--- src/design/button_event_history_ring_defines.svh ---
// Assertion macros for the button event history ring.
// Used by the top level; expects clk and arst_n in the including scope.
`ifndef BUTTON_EVENT_HISTORY_RING_DEFINES_SVH
`define BUTTON_EVENT_HISTORY_RING_DEFINES_SVH

// Check a consequence in the same cycle as its cause.
`define BEHR_ASSERT_NOW(label, cause, effect, msg) \
	label: assert property (@(posedge clk) disable iff (!arst_n) (cause) |-> (effect)) \
		else $error(msg);

// Check a consequence in the cycle after its cause.
`define BEHR_ASSERT_NEXT(label, cause, effect, msg) \
	label: assert property (@(posedge clk) disable iff (!arst_n) (cause) |=> (effect)) \
		else $error(msg);

`endif

--- src/design/behr_pkg.sv ---
// Shared types, codes and the event encoder for the button event history ring.
// No dependencies.
package behr_pkg;

	localparam int DEPTH_DEFAULT = 16;
	localparam int MAX_OUT       = 48;
	localparam int BTN_COUNT     = 16;
	localparam int HD_W          = 5;
	localparam int OL_W          = 6;
	localparam int CFG_IDX_W     = 1;
	localparam int CFG_DATA_W    = 6;
	localparam int EVT_W         = 17;

	localparam logic [HD_W-1:0] HISTORY_DEPTH_RESET = 5'd16;
	localparam logic [OL_W-1:0] OUT_LIMIT_RESET     = 6'd48;

	localparam logic [CFG_IDX_W-1:0] REG_HISTORY_DEPTH = 1'd0;
	localparam logic [CFG_IDX_W-1:0] REG_OUT_LIMIT     = 1'd1;

	localparam logic [1:0] STAT_OK        = 2'd0;
	localparam logic [1:0] STAT_INVALID   = 2'd1;
	localparam logic [1:0] STAT_TOO_SMALL = 2'd2;

	localparam logic [7:0] EVT_LEAD = 8'h80;

	localparam logic [7:0] VALUE_CODE [10] = '{
		8'h88, 8'h89, 8'h8a, 8'h8b, 8'h82, 8'h83, 8'h80, 8'h81, 8'h84, 8'h85
	};
	localparam logic [7:0] ON_CODE  [6] = '{8'haf, 8'hb0, 8'hac, 8'had, 8'hb1, 8'hae};
	localparam logic [7:0] OFF_CODE [6] = '{8'h8f, 8'h90, 8'h8c, 8'h8d, 8'h91, 8'h8e};

	typedef struct packed {
		logic       mode;
		logic [4:0] button_index;
		logic [7:0] press_value;
	} in_t;

	typedef struct packed {
		logic [7:0] out_byte;
		logic       byte_valid;
		logic       last;
		logic [1:0] status;
	} out_t;

	// Stored event: bit 16 marks a value byte, 15..8 value, 7..0 code.
	function automatic logic [EVT_W-1:0] encode_event(logic [4:0] btn, logic [7:0] val);
		logic [2:0] tidx;
		logic [7:0] code;
		tidx = 3'(btn - 5'd10);
		code = (val != 8'd0) ? ON_CODE[tidx] : OFF_CODE[tidx];
		if (btn < 5'd10) begin
			return {1'b1, val, VALUE_CODE[4'(btn)]};
		end else begin
			return {1'b0, 8'd0, code};
		end
	endfunction

endpackage

--- src/design/behr_ram.sv ---
// Generic single-write, single-read RAM with registered read data.
// No dependencies.
module behr_ram #(
	parameter int WIDTH = 17,
	parameter int DEPTH = 16,
	localparam int AW = (DEPTH > 1) ? $clog2(DEPTH) : 1
) (
	input  logic             clk,
	input  logic             we,
	input  logic [AW-1:0]    waddr,
	input  logic [WIDTH-1:0] wdata,
	input  logic [AW-1:0]    raddr,
	output logic [WIDTH-1:0] rdata
);

	logic [WIDTH-1:0] mem_q [DEPTH];

	always_ff @(posedge clk) begin
		if (we) begin
			mem_q[waddr] <= wdata;
		end
		rdata <= mem_q[raddr];
	end

endmodule

--- src/design/button_event_history_ring.sv ---
// Top level of the button event history ring: event encoder, ring control, readout.
// Depends on behr_pkg, behr_ram and button_event_history_ring_defines.svh.
//
//   channel | direction | handshake            | word
//   evt     | in        | evt_valid/evt_ready  | behr_pkg::in_t  (mode, button, value)
//   rsp     | out       | rsp_valid/rsp_ready  | behr_pkg::out_t (byte, flags, status)
//   cfg     | in        | cfg_valid/cfg_ready  | cfg_index, cfg_data
//
// One event word at a time. Each word first folds the front pointer into the
// current depth in ST_NORM, one subtraction per step (none unless the depth shrank).
// Push: ST_PUSH waits for the response register to free up, then writes the ring.
// Readout: a length scan of stored events, one ring read each, then for each emitted
// event a ring read and its bytes; the single ring read port serializes this.
// Reset clears pointer, count and registers; ring contents stay undefined.
// A stalled response holds its word; the next word can be taken meanwhile.
`include "button_event_history_ring_defines.svh"

module button_event_history_ring #(
	parameter int DEPTH = behr_pkg::DEPTH_DEFAULT
) (
	input  logic                            clk,
	input  logic                            arst_n,
	input  logic                            evt_valid,
	output logic                            evt_ready,
	input  behr_pkg::in_t                   evt,
	output logic                            rsp_valid,
	input  logic                            rsp_ready,
	output behr_pkg::out_t                  rsp,
	input  logic                            cfg_valid,
	output logic                            cfg_ready,
	input  logic [behr_pkg::CFG_IDX_W-1:0]  cfg_index,
	input  logic [behr_pkg::CFG_DATA_W-1:0] cfg_data
);

	localparam int AW = (DEPTH > 1) ? $clog2(DEPTH) : 1;
	localparam int CW = $clog2(DEPTH + 1);

	localparam logic [2:0] ST_IDLE     = 3'd0;
	localparam logic [2:0] ST_NORM     = 3'd1;
	localparam logic [2:0] ST_PUSH     = 3'd2;
	localparam logic [2:0] ST_P1_ISSUE = 3'd3;
	localparam logic [2:0] ST_P1_EVAL  = 3'd4;
	localparam logic [2:0] ST_P2_START = 3'd5;
	localparam logic [2:0] ST_P2_ISSUE = 3'd6;
	localparam logic [2:0] ST_P2_EMIT  = 3'd7;

	// Configuration registers.
	logic [behr_pkg::HD_W-1:0] history_depth_q;
	logic [behr_pkg::OL_W-1:0] out_limit_q;

	// Ring pointer and fill.
	logic [AW-1:0] front_q;
	logic [CW-1:0] entry_count_q;
	// Front pointer folded into the active depth for the word in progress;
	// only a valid push moves front_q itself.
	logic [AW-1:0] base_q;

	// Sequencer.
	logic [2:0]                state_q;
	behr_pkg::in_t             item_q;
	logic [AW-1:0]             slot_q;
	logic [CW-1:0]             idx_q;
	logic [5:0]                n_q;
	logic [5:0]                emit_q;
	logic [1:0]                pos_q;
	logic [1:0]                status_q;

	// Response register.
	logic                      out_valid_q;
	behr_pkg::out_t            out_q;

	// Derived values.
	logic [CW-1:0]             depth_eff;
	logic [5:0]                limit;
	logic [CW-1:0]             walk_cnt;
	logic                      btn_ok;
	logic                      can_load;
	logic                      load_out;
	behr_pkg::out_t            out_next;
	logic [AW-1:0]             new_front;
	logic [CW:0]               cnt_inc;
	logic [AW-1:0]             next_slot;
	logic [6:0]                n_sum;
	logic                      ev_end;
	logic                      is_last;

	logic                      ram_we;
	logic [behr_pkg::EVT_W-1:0] ram_wdata;
	logic [behr_pkg::EVT_W-1:0] ram_rdata;

	assign cfg_ready = 1'b1;
	assign evt_ready = (state_q == ST_IDLE);
	assign rsp_valid = out_valid_q;
	assign rsp       = out_q;

	// Clamp the configured depth into 1..DEPTH and the limit to MAX_OUT.
	always_comb begin
		if (history_depth_q == '0) begin
			depth_eff = CW'(1);
		end else if (history_depth_q > behr_pkg::HD_W'(DEPTH)) begin
			depth_eff = CW'(DEPTH);
		end else begin
			depth_eff = CW'(history_depth_q);
		end
	end

	assign limit    = (out_limit_q > 6'(behr_pkg::MAX_OUT)) ? 6'(behr_pkg::MAX_OUT)
	                                                        : out_limit_q;
	assign walk_cnt = (entry_count_q < depth_eff) ? entry_count_q : depth_eff;
	assign btn_ok   = (item_q.button_index < 5'(behr_pkg::BTN_COUNT));
	assign can_load = !out_valid_q || rsp_ready;

	// Step the folded front back by one, wrapping at the active depth.
	assign new_front = (base_q == '0) ? AW'(depth_eff - 1'b1) : base_q - 1'b1;
	assign cnt_inc   = (CW+1)'(entry_count_q) + 1'b1;
	assign next_slot = ((CW+1)'(slot_q) + 1'b1 == (CW+1)'(depth_eff)) ? '0 : slot_q + 1'b1;
	assign n_sum     = 7'(n_q) + (ram_rdata[16] ? 7'd3 : 7'd2);
	assign ev_end    = ram_rdata[16] ? (pos_q == 2'd2) : (pos_q == 2'd1);
	assign is_last   = (emit_q + 1'b1 == n_q);
	assign ram_wdata = behr_pkg::encode_event(item_q.button_index, item_q.press_value);

	// Response word and ring write for the current step.
	always_comb begin
		load_out = 1'b0;
		ram_we   = 1'b0;
		out_next = '{out_byte: 8'd0, byte_valid: 1'b0, last: 1'b1, status: status_q};
		unique case (state_q)
			ST_PUSH: begin
				load_out        = can_load;
				ram_we          = can_load && btn_ok;
				out_next.status = btn_ok ? behr_pkg::STAT_OK : behr_pkg::STAT_INVALID;
			end
			ST_P2_START: begin
				load_out = can_load && (n_q == '0);
			end
			ST_P2_EMIT: begin
				load_out            = can_load;
				out_next.byte_valid = 1'b1;
				out_next.last       = is_last;
				case (pos_q)
					2'd0:    out_next.out_byte = behr_pkg::EVT_LEAD;
					2'd1:    out_next.out_byte = ram_rdata[7:0];
					default: out_next.out_byte = ram_rdata[15:8];
				endcase
			end
			default: begin
				load_out = 1'b0;
			end
		endcase
	end

	behr_ram #(
		.WIDTH(behr_pkg::EVT_W),
		.DEPTH(DEPTH)
	) u_ring (
		.clk  (clk),
		.we   (ram_we),
		.waddr(new_front),
		.wdata(ram_wdata),
		.raddr(slot_q),
		.rdata(ram_rdata)
	);

	// Configuration writes; the user must keep the block idle when these arrive.
	always_ff @(posedge clk or negedge arst_n) begin
		if (!arst_n) begin
			history_depth_q <= behr_pkg::HISTORY_DEPTH_RESET;
			out_limit_q     <= behr_pkg::OUT_LIMIT_RESET;
		end else if (cfg_valid) begin
			unique case (cfg_index)
				behr_pkg::REG_HISTORY_DEPTH: history_depth_q <= behr_pkg::HD_W'(cfg_data);
				behr_pkg::REG_OUT_LIMIT:     out_limit_q     <= cfg_data;
				default:                     out_limit_q     <= out_limit_q;
			endcase
		end
	end

	// Response register: drop on handoff, load a new word when free.
	always_ff @(posedge clk or negedge arst_n) begin
		if (!arst_n) begin
			out_valid_q <= 1'b0;
		end else if (load_out) begin
			out_valid_q <= 1'b1;
		end else if (rsp_ready) begin
			out_valid_q <= 1'b0;
		end
	end

	always_ff @(posedge clk) begin
		if (load_out) begin
			out_q <= out_next;
		end
	end

	// Sequencer.
	always_ff @(posedge clk or negedge arst_n) begin
		if (!arst_n) begin
			state_q       <= ST_IDLE;
			front_q       <= '0;
			entry_count_q <= '0;
			base_q        <= '0;
			item_q        <= '0;
			slot_q        <= '0;
			idx_q         <= '0;
			n_q           <= '0;
			emit_q        <= '0;
			pos_q         <= '0;
			status_q      <= behr_pkg::STAT_OK;
		end else begin
			unique case (state_q)
				ST_IDLE: begin
					if (evt_valid) begin
						item_q   <= evt;
						base_q   <= front_q;
						n_q      <= '0;
						idx_q    <= '0;
						status_q <= behr_pkg::STAT_OK;
						state_q  <= ST_NORM;
					end
				end
				ST_NORM: begin
					// Fold the front pointer into the active depth one step at a time.
					if ((CW+1)'(base_q) >= (CW+1)'(depth_eff)) begin
						base_q <= AW'((CW+1)'(base_q) - (CW+1)'(depth_eff));
					end else begin
						slot_q  <= base_q;
						state_q <= item_q.mode ? ST_P1_ISSUE : ST_PUSH;
					end
				end
				ST_PUSH: begin
					if (can_load) begin
						if (btn_ok) begin
							front_q       <= new_front;
							entry_count_q <= (cnt_inc >= (CW+1)'(depth_eff)) ? depth_eff
							                                                  : CW'(cnt_inc);
						end
						state_q <= ST_IDLE;
					end
				end
				ST_P1_ISSUE: begin
					// Ring read of slot_q is under way.
					state_q <= (idx_q == walk_cnt) ? ST_P2_START : ST_P1_EVAL;
				end
				ST_P1_EVAL: begin
					if (n_sum > 7'(limit)) begin
						status_q <= behr_pkg::STAT_TOO_SMALL;
						state_q  <= ST_P2_START;
					end else begin
						n_q     <= 6'(n_sum);
						idx_q   <= idx_q + 1'b1;
						slot_q  <= next_slot;
						state_q <= ST_P1_ISSUE;
					end
				end
				ST_P2_START: begin
					if (n_q == '0) begin
						if (can_load) begin
							state_q <= ST_IDLE;
						end
					end else begin
						slot_q  <= base_q;
						emit_q  <= '0;
						state_q <= ST_P2_ISSUE;
					end
				end
				ST_P2_ISSUE: begin
					pos_q   <= '0;
					state_q <= ST_P2_EMIT;
				end
				ST_P2_EMIT: begin
					if (can_load) begin
						emit_q <= emit_q + 1'b1;
						if (is_last) begin
							state_q <= ST_IDLE;
						end else if (ev_end) begin
							slot_q  <= next_slot;
							state_q <= ST_P2_ISSUE;
						end else begin
							pos_q <= pos_q + 1'b1;
						end
					end
				end
				default: begin
					state_q <= ST_IDLE;
				end
			endcase
		end
	end

	`BEHR_ASSERT_NOW(a_front_folded,
		(state_q != ST_IDLE && state_q != ST_NORM),
		((CW+1)'(base_q) < (CW+1)'(depth_eff)),
		"front pointer outside active depth")
	`BEHR_ASSERT_NOW(a_emit_in_range, (state_q == ST_P2_EMIT), (emit_q < n_q),
		"readout emits beyond scanned length")
	`BEHR_ASSERT_NOW(a_len_fits, (state_q != ST_IDLE), (n_q <= limit),
		"scanned length exceeds output limit")
	`BEHR_ASSERT_NEXT(a_push_counts, ram_we, (entry_count_q != '0 && state_q == ST_IDLE),
		"push left the ring empty")

endmodule
--- config.mk ---
export PLATFORM = sky130hd
export DESIGN_NAME = button_event_history_ring
export DESIGN_NICKNAME = d
export VERILOG_FILES = /design/src/design/behr_pkg.sv /design/src/design/behr_ram.sv /design/src/design/button_event_history_ring.sv
export VERILOG_INCLUDE_DIRS = /design/src /design/src/design
export SDC_FILE = /design/constraint.sdc
export NUM_CORES = 1
export LEC_CHECK = 0
export BUFFER_PORTS_ARGS = -buffer_cell sky130_fd_sc_hd__buf_2
export CORE_UTILIZATION = 55
export CTS_BUF_LIST = sky130_fd_sc_hd__clkbuf_4
export CTS_CLUSTER_DIAMETER = 150
export DETAILED_ROUTE_END_ITERATION = 8
export GPL_TIMING_DRIVEN = 0
export PLACE_DENSITY_LB_ADDON = 0.12
export SYNTH_ARGS = -nofsm -noshare
export SYNTH_HDL_FRONTEND = slang
export SYNTH_SLANG_ARGS = --single-unit
--- constraint.sdc ---
create_clock -name clk -period 3.8 [get_ports clk]
set_input_delay 0.57 -clock clk [delete_from_list [all_inputs] [get_ports clk]]
set_output_delay 0.57 -clock clk [all_outputs]
set_load 0.01 [all_outputs]
==> metrics <==
Die Height 166.2 um; slew margin rel. 28.89%; CTS Buffer Depth 3; largest net degree at the start of global routing between 60 and 70; P_sw 4.984 mW; commonest non-fill, non-tap cell in the layout edfxtp_1; Hold/Removal Path Class input pin to register; Die Span X around 170 um; crit share post-route between 90% and 100%; Worst Slack Setup Final 233.9 ps; synthesized area ~15,000 um^2; Top FF cell, synth edfxtp_1; #FFs+latches synth approximately 330; Synth async-reset ratio 19.82%; Syn-to-layout area delta 13.49%; worst vdd ir 0.6095 mV; Ys Warns 0; P_leak around 6.3 nW; highest clock rate roughly 0.28 GHz; worst slew pin tran approximately 1100 ps; post-route cell area between 15,000 and 20,000 um^2; Post-Route WL around 34,000 um; cells after synthesis approximately 1.1k; Post-DP Area between 15,000 and 20,000 um^2; fin. max-slew vios 0; number of flops mapped to enable cells by yosys about 250; number of I/O pins between 40 and 50; Placer Congestion between 0.8 and 0.9; Final Hold Viols 0; initial antenna violation count 1; Port-buffer cells 39; worst slack, placed -43.02 ps; Finished Layout Cells around 1.6k; PwrDens approximately 800 nW/um^2; Internal a little over 8 mW; grt ovf 0; number of distinct library cells after synthesis 75; outcome finished, violations left; final antenna-violating net count 0; Avg Inst Size Synth 13.82 um^2; Final Net Count approximately 1.3k; Most common cell on crit path inv_1; die footprint ~28,000 um^2; FILL cells 2,014; share of power burned in registers roughly two fifths; max_cap viols 0; first drt pass iteration count 7; WP data required approximately 4100 ps; Clock power frac 22.9%; Slowest-stage cell, CP and3_1; biggest cell delay along the critical path approximately 760 ps; RSZ-0062 raised after global routing no; final critical-path required period approximately 3600 ps; fin util 64.04%; root buffer cell clkbuf_4; share of cells above drive strength 1 23.67%; Worst Path Class, Setup register to register; most frequent cells in the layout edfxtp_1, clkbuf_4, nand2_1; DR DRC count 3; placed insts approximately 1.5k; Gate power share a little under two fifths; initial core utilization a little under three fifths; TritonCTS clock tree done; via/cell ratio ~5.9; CTS buffer count 85; DR iter-0 viols between 900 and 1k; violated checks DRC; Clock Skew between 40 and 50 ps; crit path DAT 3880 ps; Final Power 13.26 mW; crit-path max FO 15; Total GRT Usage about a quarter; Clock transition at path regs 60 ps; sw frac a little under two fifths; core footprint 26,280 um^2; endpoints failing setup 0; wire per inst 21.33 um; Core Rows 59; H-tree depth 3; CP startpoint kind register; first-pass GRT wire length 53,500 um; sequential area share after synthesis ~64%; dpl hpwl roughly 24,000 um; via count ~9.6k; number of global-route vias before repair approximately 9.4k; syn nets approximately 1.1k; Cell Chain, Critical Path buf_2, inv_1, o21ai_0, inv_1, a21oi_1, ha_1, xnor2_2, nor2b_1, and3_1; CTS sink cnt about 330; critical path capture point type register; clock latency on the worst-skew pair between 700 and 800 ps; Final Hold Slack 51.55 ps; setup TNS 0 ps
-- state kept, by name (all words and copies together), names as in the netlist --
register         count
base_q               4
emit_q               6
entry_count_q        5
front_q              4
history_depth_q      5
idx_q                5
item_q              14
n_q                  6
out_limit_q          6
pos_q                2
rsp                 12
rsp_valid            1
slot_q               4
state_q              3
status_q             1
u_ring.mem_q       240
u_ring.rdata        15
-- final timing paths --
| path | from | endpoint | slack (ps) | cells after the start |
|---|---|---|---|---|
| max in group asynchronous | arst_n | slot_q[1]$_DFFE_PN0P_ | 2710 | 2 |
| max | history_depth_q[4]$_DFFE_PN1P_ | u_ring.mem_q[0][10]$_DFFE_PP_ | 230 | 9 |
| min | evt[6] | item_q[6]$_DFFE_PN0P_ | 50 | 3 |
| min in group asynchronous | arst_n | item_q[8]$_DFFE_PN0P_ | 520 | 2 |
| max reg2reg | history_depth_q[4]$_DFFE_PN1P_ | u_ring.mem_q[0][10]$_DFFE_PP_ | 230 | 9 |
| min reg2reg | front_q[0]$_DFFE_PN0P_ | front_q[0]$_DFFE_PN0P_ | 480 | 2 |
-- what timing repair did --
action / CTS / global route
hold buffers: 5 / 0
gates resized for setup: 4 / 3
hold endpoints to repair: 41 / 0
setup endpoints to repair: 21 / 173
pin swaps: 0 / 0
setup buffers: 0 / 0
-- critical path, delay by kind of cell, from the launching register on --
family | cells | cell delay [ps]
AND/OR/NAND/NOR | 2 | 1020
buffers and inverters | 3 | 650
AO/OA/AOI/OAI | 2 | 540
flip-flops | 1 | 520
adder cells (fa/ha/maj) | 1 | 250
XOR/XNOR | 1 | 180
-- layout make-up --
type | count | area, um^2 | area share [%]
Clock inverter | 18 | 101.3 | 0.6021
Clock buffer | 133 | 998.5 | 5.932
Sequential cell | 333 | 9523 | 56.58
Antenna cell | 1 | 2.502 | 0.01487
Timing Repair Buffer | 56 | 384.1 | 2.282
Inverter | 42 | 157.7 | 0.9367
Multi-Input combinational cell | 648 | 5019 | 29.82
Tap cell | 335 | 419.2 | 2.490
Buffer | 50 | 226.5 | 1.346
-- power by group through the flow --
stage               sequential (mW)  clock [mW]  combinational [mW]
floorplan                      5.24           0                3.22
global placement               5.33           0                4.63
detailed placement             5.32           0                4.86
CTS                            5.25        3.10                4.89
global route                   5.31        3.29                5.44
finish                         5.25        3.04                4.97
-- logic make-up after synthesis --
family                   Yosys count  share of synthesized area (%)
AO/OA/AOI/OAI                    212                          9.348
XOR/XNOR                          28                          1.839
adder cells (fa/ha/maj)           39                          3.341
buffers and inverters             92                          2.590
flip-flops                       333                          64.21
multiplexers                     109                          10.13
other                              1                        0.02529
AND/OR/NAND/NOR                  259                          8.513
-- synth_stat cells (6+ instances only) --
cell type | number | area share, %
mux4_2 | 30 | 4.6
dfrtp_1 | 63 | 11
xor2_1 | 9 | 0.53
buf_2 | 16 | 0.54
nor3_1 | 18 | 0.61
mux2i_1 | 53 | 3.6
nor2b_1 | 15 | 0.63
xnor2_1 | 17 | 1.0
and2_1 | 14 | 0.59
a22oi_1 | 23 | 1.2
a221oi_1 | 15 | 0.89
nor2_1 | 43 | 1.1
clkbuf_1 | 30 | 0.76
nand3_1 | 18 | 0.61
nand2_1 | 105 | 2.7
o21ai_0 | 65 | 2.2
inv_1 | 42 | 1.1
and3_1 | 13 | 0.55
a21o_1 | 6 | 0.30
edfxtp_1 | 252 | 51
a21oi_1 | 45 | 1.5
mux2_2 | 25 | 1.9
ha_1 | 38 | 3.2
nand2b_1 | 10 | 0.42
dfxtp_1 | 15 | 2.0
-- routing by layer --
metal	wire [um]	track usage, %	vias up	share of wire, %
li1	-	-	4403	-
met1	15650	37.53	4731	45
met2	15250	37.88	386	44
met3	2810	6.506	61	8.2
met4	754	8.736	0	2.2
met5	0	0	-	0
Note: power is estimated with default switching activity, not from simulation.
